$ cat config.mk
export PLATFORM = sky130hd
export DESIGN_NAME = srt_radix2_signed_divider_core
export DESIGN_NICKNAME = d
export VERILOG_FILES = /design/src/srtd_pkg.sv /design/src/srt_radix2_signed_divider_core.sv /design/src/srtd_prep.sv /design/src/srtd_step.sv /design/src/srtd_fix.sv
export SDC_FILE = /design/constraint.sdc
export NUM_CORES = 1
export LEC_CHECK = 0
export ABC_AREA = 1
export BUFFER_PORTS_ARGS = -buffer_cell sky130_fd_sc_hd__buf_2
export CORE_MARGIN = 2
export CORE_UTILIZATION = 35
export DETAILED_ROUTE_END_ITERATION = 8
export PLACE_DENSITY_LB_ADDON = 0.2
export SYNTH_ARGS = -nofsm -noshare
export SYNTH_HDL_FRONTEND = slang
export SYNTH_SLANG_ARGS = --single-unit
$ cat constraint.sdc
create_clock -name i_clk -period 6.34 [get_ports i_clk]
set_clock_uncertainty 0.1 [all_clocks]
set_input_delay 0.951 -clock i_clk [delete_from_list [all_inputs] [get_ports i_clk]]
set_output_delay 0.951 -clock i_clk [all_outputs]
set_load 0.02 [all_outputs]
$ cat src/srtd_pkg.sv
// Shared constants and types for the signed digit-recurrence divider.
`timescale 1ns / 1ps

package srtd_pkg;

    // Default operand width of the divider.
    localparam int SRTD_WIDTH = 8;

    // Sign and error flags that travel with every operand pair down the pipeline.
    typedef struct packed {
        logic neg_q;   // quotient must be negated at the end
        logic neg_r;   // remainder must be negated at the end
        logic err;     // division by zero or quotient overflow
    } t_sign_flags;

endpackage

$ cat src/srt_radix2_signed_divider_core.sv
// Top level of the pipelined signed divider.
//
// Usage: operand pairs enter on the input channel (i_in_valid / o_in_ready,
// i_dividend, i_divisor) and results leave on the output channel
// (o_out_valid / i_out_ready, o_quotient, o_remainder, o_div_error).
// The quotient is truncated toward zero and the remainder takes the sign of
// the dividend. Division by zero and the most negative dividend over minus
// one set o_div_error and give zero quotient and remainder.
// An accepted input beat passes through these stages to its result beat:
// one operand stage, one register stage for each of the WIDTH quotient digits
// and one output stage. A new beat may enter in every cycle, so throughput is
// one division per cycle while the receiver takes results.
// Each stage holds its beat when the stage after it is full and stalled, so
// a stalled receiver backs the pipeline up one stage at a time; empty stages
// still take beats, and nothing is lost or repeated.
// Synchronous active-low reset empties the pipeline; no results are pending
// after it and the block takes input in the next cycle.
`timescale 1ns / 1ps

module srt_radix2_signed_divider_core
    import srtd_pkg::*;
#(
    parameter int WIDTH = SRTD_WIDTH
) (
    input  logic             i_clk,
    input  logic             i_rst_n,
    input  logic             i_in_valid,
    output logic             o_in_ready,
    input  logic [WIDTH-1:0] i_dividend,
    input  logic [WIDTH-1:0] i_divisor,
    output logic             o_out_valid,
    input  logic             i_out_ready,
    output logic [WIDTH-1:0] o_quotient,
    output logic [WIDTH-1:0] o_remainder,
    output logic             o_div_error
);

    // Links between stages; index 0 is the operand stage output.
    logic             w_valid [0:WIDTH];
    logic             w_ready [0:WIDTH];
    logic [WIDTH-1:0] w_rem   [0:WIDTH];
    logic [WIDTH-1:0] w_qd    [0:WIDTH];
    logic [WIDTH-1:0] w_dsr   [0:WIDTH];
    t_sign_flags      w_flags [0:WIDTH];

    // Operand stage.
    srtd_prep #(
        .WIDTH (WIDTH)
    ) u_prep (
        .i_clk      (i_clk),
        .i_rst_n    (i_rst_n),
        .i_valid    (i_in_valid),
        .o_ready    (o_in_ready),
        .i_dividend (i_dividend),
        .i_divisor  (i_divisor),
        .o_valid    (w_valid[0]),
        .i_ready    (w_ready[0]),
        .o_rem      (w_rem[0]),
        .o_qd       (w_qd[0]),
        .o_dsr      (w_dsr[0]),
        .o_flags    (w_flags[0])
    );

    // One recurrence stage per quotient digit.
    for (genvar g = 0; g < WIDTH; g++) begin : g_step
        srtd_step #(
            .WIDTH (WIDTH)
        ) u_step (
            .i_clk   (i_clk),
            .i_rst_n (i_rst_n),
            .i_valid (w_valid[g]),
            .o_ready (w_ready[g]),
            .i_rem   (w_rem[g]),
            .i_qd    (w_qd[g]),
            .i_dsr   (w_dsr[g]),
            .i_flags (w_flags[g]),
            .o_valid (w_valid[g+1]),
            .i_ready (w_ready[g+1]),
            .o_rem   (w_rem[g+1]),
            .o_qd    (w_qd[g+1]),
            .o_dsr   (w_dsr[g+1]),
            .o_flags (w_flags[g+1])
        );
    end

    // Sign correction and output register.
    srtd_fix #(
        .WIDTH (WIDTH)
    ) u_fix (
        .i_clk       (i_clk),
        .i_rst_n     (i_rst_n),
        .i_valid     (w_valid[WIDTH]),
        .o_ready     (w_ready[WIDTH]),
        .i_rem       (w_rem[WIDTH]),
        .i_qd        (w_qd[WIDTH]),
        .i_flags     (w_flags[WIDTH]),
        .o_valid     (o_out_valid),
        .i_ready     (i_out_ready),
        .o_quotient  (o_quotient),
        .o_remainder (o_remainder),
        .o_div_error (o_div_error)
    );

    // The divisor magnitude is not needed after the last digit.
    logic w_dsr_unused;
    assign w_dsr_unused = ^w_dsr[WIDTH];

endmodule

$ cat src/srtd_prep.sv
// Input stage: takes magnitudes of the operands, sets sign and error flags.
`timescale 1ns / 1ps

module srtd_prep
    import srtd_pkg::*;
#(
    parameter int WIDTH = SRTD_WIDTH
) (
    input  logic             i_clk,
    input  logic             i_rst_n,
    input  logic             i_valid,
    output logic             o_ready,
    input  logic [WIDTH-1:0] i_dividend,
    input  logic [WIDTH-1:0] i_divisor,
    output logic             o_valid,
    input  logic             i_ready,
    output logic [WIDTH-1:0] o_rem,
    output logic [WIDTH-1:0] o_qd,
    output logic [WIDTH-1:0] o_dsr,
    output t_sign_flags      o_flags
);

    localparam logic [WIDTH-1:0] MostNeg = {1'b1, {(WIDTH-1){1'b0}}};
    localparam logic [WIDTH-1:0] MinusOne = {WIDTH{1'b1}};

    logic             r_valid;
    logic [WIDTH-1:0] r_qd;
    logic [WIDTH-1:0] r_dsr;
    t_sign_flags      r_flags;

    logic [WIDTH-1:0] n_qd;
    logic [WIDTH-1:0] n_dsr;
    t_sign_flags      n_flags;

    // The stage takes a beat whenever it is empty or its beat moves on.
    assign o_ready = !r_valid || i_ready;

    // Magnitudes; the most negative value maps onto its unsigned magnitude.
    always_comb begin
        n_qd          = i_dividend[WIDTH-1] ? (~i_dividend + 1'b1) : i_dividend;
        n_dsr         = i_divisor[WIDTH-1] ? (~i_divisor + 1'b1) : i_divisor;
        n_flags.neg_q = i_dividend[WIDTH-1] ^ i_divisor[WIDTH-1];
        n_flags.neg_r = i_dividend[WIDTH-1];
        n_flags.err   = (i_divisor == '0) ||
                        ((i_dividend == MostNeg) && (i_divisor == MinusOne));
    end

    // Valid flag.
    always_ff @(posedge i_clk) begin
        if (!i_rst_n) begin
            r_valid <= 1'b0;
        end else if (o_ready) begin
            r_valid <= i_valid;
        end
    end

    // Payload.
    always_ff @(posedge i_clk) begin
        if (o_ready && i_valid) begin
            r_qd    <= n_qd;
            r_dsr   <= n_dsr;
            r_flags <= n_flags;
        end
    end

    assign o_valid = r_valid;
    assign o_rem   = '0;
    assign o_qd    = r_qd;
    assign o_dsr   = r_dsr;
    assign o_flags = r_flags;

endmodule

$ cat src/srtd_step.sv
// One registered recurrence step: develops one quotient digit per stage.
`timescale 1ns / 1ps

module srtd_step
    import srtd_pkg::*;
#(
    parameter int WIDTH = SRTD_WIDTH
) (
    input  logic             i_clk,
    input  logic             i_rst_n,
    input  logic             i_valid,
    output logic             o_ready,
    input  logic [WIDTH-1:0] i_rem,
    input  logic [WIDTH-1:0] i_qd,
    input  logic [WIDTH-1:0] i_dsr,
    input  t_sign_flags      i_flags,
    output logic             o_valid,
    input  logic             i_ready,
    output logic [WIDTH-1:0] o_rem,
    output logic [WIDTH-1:0] o_qd,
    output logic [WIDTH-1:0] o_dsr,
    output t_sign_flags      o_flags
);

    logic             r_valid;
    logic [WIDTH-1:0] r_rem;
    logic [WIDTH-1:0] r_qd;
    logic [WIDTH-1:0] r_dsr;
    t_sign_flags      r_flags;

    logic [WIDTH-1:0] n_rem;
    logic [WIDTH-1:0] n_qd;
    logic [WIDTH:0]   w_shift;
    logic [WIDTH:0]   w_diff;

    assign o_ready = !r_valid || i_ready;

    // Shift the next dividend bit into the partial remainder and try the
    // subtraction; a non-negative difference gives a one digit.
    always_comb begin
        w_shift = {i_rem, i_qd[WIDTH-1]};
        w_diff  = w_shift - {1'b0, i_dsr};
        if (!w_diff[WIDTH]) begin
            n_rem = w_diff[WIDTH-1:0];
            n_qd  = {i_qd[WIDTH-2:0], 1'b1};
        end else begin
            n_rem = w_shift[WIDTH-1:0];
            n_qd  = {i_qd[WIDTH-2:0], 1'b0};
        end
    end

    // Valid flag.
    always_ff @(posedge i_clk) begin
        if (!i_rst_n) begin
            r_valid <= 1'b0;
        end else if (o_ready) begin
            r_valid <= i_valid;
        end
    end

    // Payload.
    always_ff @(posedge i_clk) begin
        if (o_ready && i_valid) begin
            r_rem   <= n_rem;
            r_qd    <= n_qd;
            r_dsr   <= i_dsr;
            r_flags <= i_flags;
        end
    end

    assign o_valid = r_valid;
    assign o_rem   = r_rem;
    assign o_qd    = r_qd;
    assign o_dsr   = r_dsr;
    assign o_flags = r_flags;

endmodule

$ cat src/srtd_fix.sv
// Output stage: restores signs, forces zeros on error and holds the result beat.
`timescale 1ns / 1ps

module srtd_fix
    import srtd_pkg::*;
#(
    parameter int WIDTH = SRTD_WIDTH
) (
    input  logic             i_clk,
    input  logic             i_rst_n,
    input  logic             i_valid,
    output logic             o_ready,
    input  logic [WIDTH-1:0] i_rem,
    input  logic [WIDTH-1:0] i_qd,
    input  t_sign_flags      i_flags,
    output logic             o_valid,
    input  logic             i_ready,
    output logic [WIDTH-1:0] o_quotient,
    output logic [WIDTH-1:0] o_remainder,
    output logic             o_div_error
);

    logic             r_valid;
    logic [WIDTH-1:0] r_quotient;
    logic [WIDTH-1:0] r_remainder;
    logic             r_div_error;

    logic [WIDTH-1:0] n_quotient;
    logic [WIDTH-1:0] n_remainder;

    assign o_ready = !r_valid || i_ready;

    // Sign correction of the magnitudes; an error result reads as zero.
    always_comb begin
        n_quotient  = i_flags.neg_q ? (~i_qd + 1'b1) : i_qd;
        n_remainder = i_flags.neg_r ? (~i_rem + 1'b1) : i_rem;
        if (i_flags.err) begin
            n_quotient  = '0;
            n_remainder = '0;
        end
    end

    // Valid flag.
    always_ff @(posedge i_clk) begin
        if (!i_rst_n) begin
            r_valid <= 1'b0;
        end else if (o_ready) begin
            r_valid <= i_valid;
        end
    end

    // Payload.
    always_ff @(posedge i_clk) begin
        if (o_ready && i_valid) begin
            r_quotient  <= n_quotient;
            r_remainder <= n_remainder;
            r_div_error <= i_flags.err;
        end
    end

    assign o_valid     = r_valid;
    assign o_quotient  = r_quotient;
    assign o_remainder = r_remainder;
    assign o_div_error = r_div_error;

endmodule
==> results of run 1 <==
-- per-stage QoR --
stage               setup WS, ns  power (W)
finish                      3.31    0.00374
detailed placement          3.29    0.00212
global route                3.16    0.00390
floorplan                   3.13    0.00207
CTS                         3.29    0.00380
global placement            3.31    0.00212
-- routing by layer --
layer / share of wire (%) / wire length [um] / global-route usage, % / vias to the layer above
met2: 55 / 10500 / 21.7 / 76
li1: - / - / - / 3754
met3: 2.9 / 567 / 1.95 / 40
met5: 0 / 0 / 0 / -
met1: 40 / 7620 / 11.7 / 3387
met4: 2.7 / 518 / 3.52 / 0
-- synth_stat cells (4+ instances only) --
library cell | count | share of area [%]
a21oi_2 | 4 | 0.29
fa_1 | 7 | 1.1
o21ai_2 | 4 | 0.29
nand4_2 | 5 | 0.51
nand2_1 | 190 | 5.8
nand2_4 | 11 | 1.0
nor3_1 | 24 | 0.98
or2_2 | 6 | 0.31
nor2_1 | 45 | 1.4
nand4_1 | 14 | 0.72
ha_1 | 63 | 6.4
nand3_1 | 78 | 3.2
edfxtp_1 | 244 | 60
a31oi_1 | 7 | 0.36
nand3_2 | 22 | 1.8
o21bai_1 | 10 | 0.61
inv_2 | 10 | 0.31
o21ai_1 | 7 | 0.29
dfxtp_1 | 10 | 1.6
a21oi_1 | 37 | 1.5
xor2_1 | 36 | 2.6
inv_1 | 176 | 5.4
o21ai_0 | 14 | 0.57
-- cell type report --
cell class,instances,area (um2),area share [%]
multi-input combinational,616,4000,28.6
sequential,254,7530,53.8
inverter,187,702,5.01
timing repair buffer,43,228,1.63
clock buffer,42,866,6.18
tap,455,569,4.07
clock inverter,10,105,0.751
-- power groups by stage --
stage	clock [W]	combinational (W)	sequential, W
after floorplan	0	0.000147	0.00192
after global placement	0	0.000188	0.00193
after detailed placement	0	0.000192	0.00193
after CTS	0.00171	0.000193	0.00190
after global routing	0.00178	0.000221	0.00190
final	0.00166	0.000189	0.00190
-- critical path, delay by kind of cell --
| kind | cells | cell delay, ns |
|---|---|---|
| buf+inv | 3 | 0.34 |
| simple gates | 5 | 0.68 |
-- state kept, by name (all words and copies together) (netlist names) --
signal and flops:
g_step.u_step.o_qd 64, g_step.u_step.o_rem 64, g_step.u_step.o_dsr 56, g_step.u_step.o_flags 24, g_step.u_step.o_valid 8, u_fix.o_quotient 8, u_fix.o_remainder 8, u_prep.o_dsr 8
u_prep.o_qd 8, u_prep.o_flags 3, u_fix.o_div_error 1, u_fix.o_valid 1, u_prep.o_valid 1
-- cell families (layout without fill, tap and decap cells) --
kind of cell	count (synthesis)	after routing	synth area share (%)
XOR/XNOR	38	38	2.72
adder cells (fa/ha/maj)	70	70	7.59
flip-flops	254	254	61.5
buffers and inverters	193	282	5.95
AND/OR/NAND/NOR	413	413	17.3
other	1	3	0.0306
AO/OA/AOI/OAI	92	92	4.91
-- worst min path at each step --
stage | endpoint | slack (ns) | cells past startpoint
floorplan | g_step[0].u_step.o_flags[0]$_DFFE_PP_ | 0.30 | 0
global placement | g_step[6].u_step.o_flags[0]$_DFFE_PP_ | 0.30 | 0
detailed placement | g_step[0].u_step.o_flags[1]$_DFFE_PP_ | 0.30 | 0
CTS | g_step[6].u_step.o_flags[0]$_DFFE_PP_ | 0.32 | 0
global route | g_step[3].u_step.o_flags[1]$_DFFE_PP_ | 0.32 | 0
finish | g_step[6].u_step.o_flags[0]$_DFFE_PP_ | 0.31 | 0
-- cells in the final DEF (no fill, tap or decap), types with 7 or more instances in the layout --
master,synthesis,routed
o21ai_0,14,14
nand3_1,78,78
nand3_2,22,22
nor3_1,24,24
inv_1,176,176
clkbuf_8,0,7
o21bai_1,10,10
o21ai_1,7,7
clkbuf_16,0,30
nand2_1,190,190
a21oi_1,37,35
ha_1,63,63
xor2_1,36,36
a31oi_1,7,7
buf_2,0,38
edfxtp_1,244,244
nand2_4,11,11
nor2_1,45,43
dfxtp_1,10,10
fa_1,7,7
nand4_1,14,14
inv_2,10,10
==> impl_metrics.tcl, run 1 <==
set metrics [dict create \
    synthArstFlopShare_pct 0 \
    final_util_pct 40.6 \
    rrSetupSlack_ns 4.05 \
    clk_path_buf_depth 3 \
    tightestPinTransition_ns 1.04 \
    num_io_pins 39 \
    fin_tns_setup_ns 0 \
    syn_avg_cell_area_um2 11.5 \
    core_area_um2 34500 \
    final.period_utilization_pct 47.9 \
    dr.pass1.iters 4 \
    drtAntennaViolNets 0 \
    area_delta_synth_final_pct 14.4 \
    initialDrtViolationCount 276 \
    fin_nets 1220 \
    synth-edff-count 244 \
    gr-total-overflow 0 \
    drc 0 \
    cts.sinks 254 \
    instances_no_fill 1607 \
    placed_cells 1555 \
    vdd_drop_max_mv 0.181 \
    leakage_nw 5.87 \
    power.density_nw_per_um2 267 \
    synth_ff_type "edfxtp_1" \
    setup_viol 0 \
    status "completed" \
    final_max_slew_viol_count 0 \
    ys_seq_area_share_pct 61.5 \
    vias 7257 \
    grt_start_max_net_pins 28 \
    seqPwrFrac_pct 50.7 \
    rr_startpoint "g_step[6].u_step.o_qd[7]$_DFFE_PP_" \
    diodes 0 \
    cts_resized 0 \
    insertion_delay_ns 0.53 \
    r2r-end "g_step[7].u_step.o_rem[0]$_DFFE_PP_" \
    synthesis.area_um2 12200 \
    drive_gt1_share_pct 14.9 \
    worstSetupStartpointType "input pin" \
    clk_pin_slew_ns 0.06 \
    hold_violations 0 \
    synth_cell_type_count 41 \
    htreeDepth 1 \
    grt_use_total_pct 11.0 \
    grt_pass1_vias 7445 \
    synth-seq-cells 254 \
    fp-row-count 68 \
    die_w_um 191 \
    slew_headroom_pct 30.6 \
    arrival_ns 1.98 \
    grt_antenna_before_repair 0 \
    slowest_stage "nor2_2" \
    worstHoldStart "g_step[5].u_step.o_flags[0]$_DFFE_PP_" \
    swShare_pct 20.7 \
    grt_pass1_wl_mm 33.6 \
    fmax_mhz 330 \
    cts_tree "done" \
    fillers 3266 \
    hp-class "reg -> reg" \
    path_max_fanout 4 \
    hold_slack_ns 0.314 \
    die_h_um 191 \
    hold_buffers 0 \
    critPathCaptureType "output port" \
    cts_root_buf "clkbuf_16" \
    dp_hpwl_mm 14.7 \
    portBuffers 38 \
    totalWireLength_mm 19.2 \
    path_class "in -> out" \
    cts_inserted_buffers 28 \
    wl_per_cell_um 12.0 \
    place_area_um2 13000 \
    syn_inst 1061 \
    rsz0062_at_grt "false" \
    switchingPower_w 0.000773 \
    worstSetupEndpoint "o_in_ready" \
    clkPwrFrac_pct 44.3 \
    cp-startpoint "i_out_ready" \
    dieArea_um2 36500 \
    maxCapViolCount 0 \
    p_int_w 0.00297 \
    initial_core_util_pct 35.5 \
    comb_power_share_pct 5.1 \
    cts_setup_buffers 0 \
    cp_data_required_time_ns 5.29 \
    cp_cell_sequence "buf_2 > inv_1 > nand3_2 > nor2_1 > nand4_2 > nor2_2 > nand4_2 > buf_2" \
    yosysWarnings 0 \
    gp_congestion 0.777 \
    cp_slowest_stage_delay_ns 0.20 \
    design_area_um2 14000 \
    period_needed_ns 3.03 \
    r2r_cells 10 \
    viasPerCell 4.52 \
]
No activity file was read; power rests on OpenSTA's default activity.
==> inputs of run 2 (changes only) <==
==> constraint.sdc (replaced) <==
create_clock -name i_clk -period 2.6 [get_ports i_clk]
set_clock_uncertainty 0.1 [all_clocks]
set_input_delay 0.39 -clock i_clk [delete_from_list [all_inputs] [get_ports i_clk]]
set_output_delay 0.39 -clock i_clk [all_outputs]
set_load 0.02 [all_outputs]
==> impl_metrics.tcl, run 2 (synthesis gave the netlist of run 1 again) <==
set metrics [dict create \
    drc 0 \
    final.period_utilization_pct 87.5 \
    critPathCaptureType "output port" \
    rr_startpoint "g_step[3].u_step.o_qd[7]$_DFFE_PP_" \
    die_w_um 191 \
    setup_viol 0 \
    cts_root_buf "clkbuf_16" \
    placed_cells 1558 \
    r2r-end "g_step[4].u_step.o_rem[0]$_DFFE_PP_" \
    gp_congestion 0.826 \
    area_delta_synth_final_pct 14.3 \
    wl_met2_mm 10.7 \
    core_area_um2 34500 \
    num_io_pins 39 \
    tightestPinTransition_ns 0.989 \
    fin_nets 1227 \
    cts.sinks 254 \
    fillers 3302 \
    grt_start_max_net_pins 28 \
    totalWireLength_mm 19.8 \
    route.met3.wl_um 565 \
    die_h_um 191 \
    insertion_delay_ns 0.54 \
    initialDrtViolationCount 222 \
    cp_data_required_time_ns 2.11 \
    grt_pass1_wl_mm 33.6 \
    final_max_slew_viol_count 0 \
    viasPerCell 4.51 \
    drive_gt1_share_pct 14.4 \
    cts_resized 0 \
    hold_depth 1 \
    hp-class "in -> reg" \
    worstSetupStartpointType "flip-flop" \
    dieArea_um2 36500 \
    slew_headroom_pct 34.0 \
    hold_buffers 3 \
    wl_met1_mm 7.84 \
    gr-total-overflow 0 \
    clk_pin_slew_ns 0.06 \
    hold-path-endpoint "u_prep.o_flags[1]$_DFFE_PP_" \
    path_max_fanout 4 \
    power.density_nw_per_um2 641 \
    status "completed" \
    rrSetupSlack_ns 0.39 \
    drtAntennaViolNets 0 \
    pre_cts_slack_ns 0.368 \
    rsz0062_at_grt "false" \
    initial_core_util_pct 35.5 \
    portBuffers 38 \
    cts_setup_buffers 0 \
    worstHoldStart "i_dividend[7]" \
    instances_no_fill 1613 \
    grt_antenna_before_repair 0 \
    setup_slack_ns 0.324 \
    mostFrequentLayoutCells "edfxtp_1 (244), nand2_1 (190), inv_1 (176)" \
    diodes 0 \
    arrival_ns 1.79 \
    multi_input_area_um2 4000 \
    hold_violations 0 \
    vdd_drop_max_mv 0.466 \
    maxCapViolCount 0 \
    dr.pass1.iters 4 \
    htreeDepth 1 \
    period_needed_ns 2.28 \
    fin_tns_setup_ns 0 \
    r2r_cells 12 \
    dp_hpwl_mm 15.0 \
    cts_inserted_buffers 29 \
    cts_tree "done" \
    grt_use_total_pct 11.2 \
    vias 7273 \
    area.sequential_um2 7530 \
    clk_path_buf_depth 3 \
    fp-row-count 68 \
    wl_per_cell_um 12.2 \
    leakage_nw 5.86 \
    top_layer "met4" \
    fmax_mhz 439 \
    grt_pass1_vias 7308 \
    final_common_cell "edfxtp_1" \
    path_class "reg -> out" \
]
## run 2: through the flow
stage | total power, W | utilization, % | hold WS [ns] | instance area [um2]
2_1_floorplan | 0.00505 | - | 0.300 | 12200
3_3_place_gp | 0.00517 | 37.9 | 0.303 | 13100
3_5_place_dp | 0.00518 | 37.9 | 0.305 | 13100
4_1_cts | 0.00912 | 40.6 | 0.0141 | 14000
5_1_grt | 0.00934 | 40.6 | 0.0306 | 14000
6_report | 0.00897 | 40.6 | 0.0493 | 14000
## run 2: worst max path at each step
stage | start | end | slack [ns] | depth (start not counted)
finish | g_step[7].u_step.o_valid$_SDFFE_PN0P_ | o_in_ready | 0.32 | 6
floorplan | i_out_ready | g_step[4].u_step.o_dsr[0]$_DFFE_PP_ | 0.01 | 6
CTS | g_step[7].u_step.o_valid$_SDFFE_PN0P_ | o_in_ready | 0.30 | 6
global placement | g_step[1].u_step.o_qd[7]$_DFFE_PP_ | g_step[2].u_step.o_rem[5]$_DFFE_PP_ | 0.38 | 12
detailed placement | g_step[3].u_step.o_qd[7]$_DFFE_PP_ | g_step[4].u_step.o_rem[0]$_DFFE_PP_ | 0.37 | 12
global route | g_step[7].u_step.o_valid$_SDFFE_PN0P_ | o_in_ready | 0.19 | 6
## run 2: cell type report
cell class | instances | area share (%)
clock buffer | 35 | 5.35
clock inverter | 17 | 1.17
inverter | 187 | 5.02
multi-input combinational | 616 | 28.6
sequential | 254 | 53.8
tap | 455 | 4.07
timing repair buffer | 49 | 2.00
## run 2: power breakdown
| group | leakage (nW) | total [W] | switching, W | internal (W) |
|---|---|---|---|---|
| logic | 3.11 | 0.000465 | 0.000295 | 0.000170 |
| registers | 2.31 | 0.00462 | 0.0000422 | 0.00458 |
| clock network | 0.444 | 0.00388 | 0.00154 | 0.00233 |
| total | 5.86 | 0.00897 | 0.00188 | 0.00709 |
## run 2: critical path, cell delays in order (launching register included)
cell	delay (ns)
dfxtp_1	0.36
nand3_2	0.11
nor2_1	0.14
nand4_2	0.13
nor2_2	0.20
nand4_2	0.12
buf_2	0.18
## run 2: per-layer routing
metal,GRT usage (%),vias up
li1,-,3775
met1,11.9,3363
met2,21.7,89
met3,1.82,46
met4,4.35,0
met5,0,-
==> inputs of run 3 (changes only) <==
--- a/config.mk
+++ b/config.mk
@@ -5,12 +5,13 @@
 export SDC_FILE = /design/constraint.sdc
 export NUM_CORES = 1
 export LEC_CHECK = 0
-export ABC_AREA = 1
+export ABC_AREA = 0
 export BUFFER_PORTS_ARGS = -buffer_cell sky130_fd_sc_hd__buf_2
-export CORE_MARGIN = 2
+export CORE_MARGIN = 3
 export CORE_UTILIZATION = 35
 export DETAILED_ROUTE_END_ITERATION = 8
 export PLACE_DENSITY_LB_ADDON = 0.2
+export SLEW_MARGIN = 20
 export SYNTH_ARGS = -nofsm -noshare
 export SYNTH_HDL_FRONTEND = slang
 export SYNTH_SLANG_ARGS = --single-unit
==> impl_metrics.tcl, run 3 <==
set metrics [dict create \
    violations "setup timing" \
    leakage_nw 5.71 \
    drc 0 \
    cts_root_buf "clkbuf_16" \
    die_w_um 191 \
    yosysWarnings 0 \
    dp_hpwl_mm 13.7 \
    synth_top_cell_by_area "edfxtp_1" \
    wl_per_cell_um 13.1 \
    viasPerCell 4.70 \
    critPathCaptureType "flip-flop" \
    synthesis.area_um2 12000 \
    synth_cell_type_count 48 \
    area_delta_synth_final_pct 21.6 \
    cts_inserted_buffers 28 \
    final.period_utilization_pct 106 \
    power.density_nw_per_um2 599 \
    ys_top_cells_by_count "edfxtp_1 (244), inv_1 (76), ha_1 (63)" \
    diodes 0 \
    period_needed_ns 2.75 \
    hold_violations 0 \
    fp-row-count 67 \
    synth_ff_type "edfxtp_1" \
    cp_data_required_time_ns 2.79 \
    setup_slack_ns -0.150 \
    initial_core_util_pct 35.7 \
    grt_use_total_pct 10.7 \
    yosys.area.top_type_share_pct 61.0 \
    grtUsageMet3_pct 2.09 \
    mostFrequentLayoutCells "edfxtp_1 (244), inv_1 (66), buf_4 (65)" \
    dieArea_um2 36600 \
    fin_nets 1090 \
    die_h_um 191 \
    fin_tns_setup_ns -2.87 \
    grt.busiest_layer "met2" \
    vias 6903 \
    core_area_um2 33700 \
    totalWireLength_mm 19.3 \
    placed_cells 1380 \
    grt_antenna_before_repair 0 \
    cts_tree "done" \
    clk_path_buf_depth 3 \
    portBuffers 38 \
    final_max_slew_viol_count 0 \
    maxCapViolCount 0 \
    path_class "reg -> reg" \
    cts.sinks 254 \
    instances_no_fill 1470 \
    rrSetupSlack_ns -0.15 \
    clk_pin_slew_ns 0.06 \
    grt_start_max_net_pins 28 \
    vdd_drop_max_mv 0.369 \
    dr.pass1.iters 4 \
    htreeDepth 1 \
    ys_top_cells_by_area "edfxtp_1 (61%), ha_1 (6.6%), xnor2_1 (3.2%)" \
    gp_congestion 0.784 \
    status "finished, violations left" \
    initialDrtViolationCount 160 \
    hp-class "in -> reg" \
    grt_use_met2_pct 20.1 \
    synthArstFlopShare_pct 0 \
    path_max_fanout 5 \
    syn_avg_cell_area_um2 14.0 \
    use_met1_pct 11.9 \
    gr-total-overflow 0 \
    rsz0062_at_grt "true" \
    synth-seq-cells 254 \
    ys_seq_area_share_pct 62.6 \
    setup_viol 30 \
    syn_inst 858 \
    synth.most_common_cell "edfxtp_1" \
    num_io_pins 39 \
    worstSetupStartpointType "flip-flop" \
    final_common_cell "edfxtp_1" \
    fmax_mhz 364 \
    arrival_ns 2.94 \
    grt_pass1_wl_mm 32.7 \
    drtAntennaViolNets 0 \
    drive_gt1_share_pct 27.5 \
    fillers 3093 \
    tightestPinTransition_ns 0.637 \
    slew_headroom_pct 57.5 \
    insertion_delay_ns 0.54 \
    grt_pass1_vias 6991 \
    synth-edff-count 244 \
    pre_cts_slack_ns -0.151 \
]
[run 3: cell count changes after synthesis, sizes merged, moves of 18 or more]
cell    delta
a211oi    +23
a21o      +22
inv      -110
mux2      +35
nand2    -189
nand3     -99
nand4     -18
nor2b     +20
xnor2     +42
xor2      -26
[run 3: path summary, 6_finish.rpt]
| kind | startpoint | end | cells after the start |
|---|---|---|---|
| worst max-delay path | g_step[1].u_step.o_qd[7]$_DFFE_PP_ | g_step[2].u_step.o_rem[4]$_DFFE_PP_ | 9 |
| worst max register to register | g_step[1].u_step.o_qd[7]$_DFFE_PP_ | g_step[2].u_step.o_rem[4]$_DFFE_PP_ | 9 |
| worst min register to register | u_prep.o_qd[6]$_DFFE_PP_ | g_step[0].u_step.o_qd[7]$_DFFE_PP_ | 0 |
| worst min-delay path | i_dividend[6] | u_prep.o_qd[6]$_DFFE_PP_ | 2 |
[run 3: cell families (layout without fill, tap and decap cells)]
kind of cell | count (synthesis) | in the layout | synth area share (%)
simple gates | 150 | 150 | 6.32
xor+xnor | 54 | 54 | 3.94
buf+inv | 89 | 251 | 3.06
other cells | 1 | 3 | 0.0312
flops | 254 | 254 | 62.6
fa+ha+maj | 70 | 70 | 7.73
mux | 47 | 47 | 4.78
compound gates | 193 | 193 | 11.5
[run 3: worst max-delay path, cell delays in order, from the launching register on]
cell      delay (ns)
edfxtp_1        0.38
inv_1           0.07
ha_2            0.17
inv_2           0.04
fa_2            0.33
a211o_1         0.30
a2111o_1        0.38
a211oi_2        0.22
buf_4           0.20
mux2_4          0.30
[run 3: cell type report]
cell class / instances / area, um2 / area share [%]
clock buffer: 30 / 708 / 4.85
inverter: 76 / 285 / 1.95
clock inverter: 22 / 215 / 1.47
timing repair buffer: 123 / 908 / 6.22
tap: 448 / 561 / 3.84
sequential: 254 / 7530 / 51.5
multi-input combinational: 517 / 4410 / 30.2
[run 3: metrics by stage]
step	util [%]	area [um2]	hold WS (ns)	power, W
floorplan	-	12100	0.300	0.00482
global placement	38.9	13100	0.304	0.00491
detailed placement	38.9	13100	0.305	0.00492
CTS	42.5	14300	0.0297	0.00890
global route	43.4	14600	0.0543	0.00913
finish	43.4	14600	0.0709	0.00876
[run 3: report_power, final]
part           switching, W  total [W]  internal [W]
clock               0.00161    0.00389       0.00228
sequential        0.0000256    0.00454       0.00452
combinational      0.000160   0.000323      0.000164
total               0.00180    0.00876       0.00697
[run 3: layer usage]
layer,vias to the layer above,routed length (um)
met4,0,541
met1,3270,7860
met5,-,0
met3,40,636
li1,3502,-
met2,91,10200
[run 3: what timing repair did]
| action | in CTS | in global routing |
|---|---|---|
| pin swaps | 7 | 15 |
| hold endpoints to repair | 3 | 0 |
| gates resized for setup | 23 | 64 |
| hold buffers | 3 | 0 |
| gates cloned | 0 | 0 |
| buffers inserted | 24 | 14 |
| endpoints found under the setup margin | 49 | 59 |
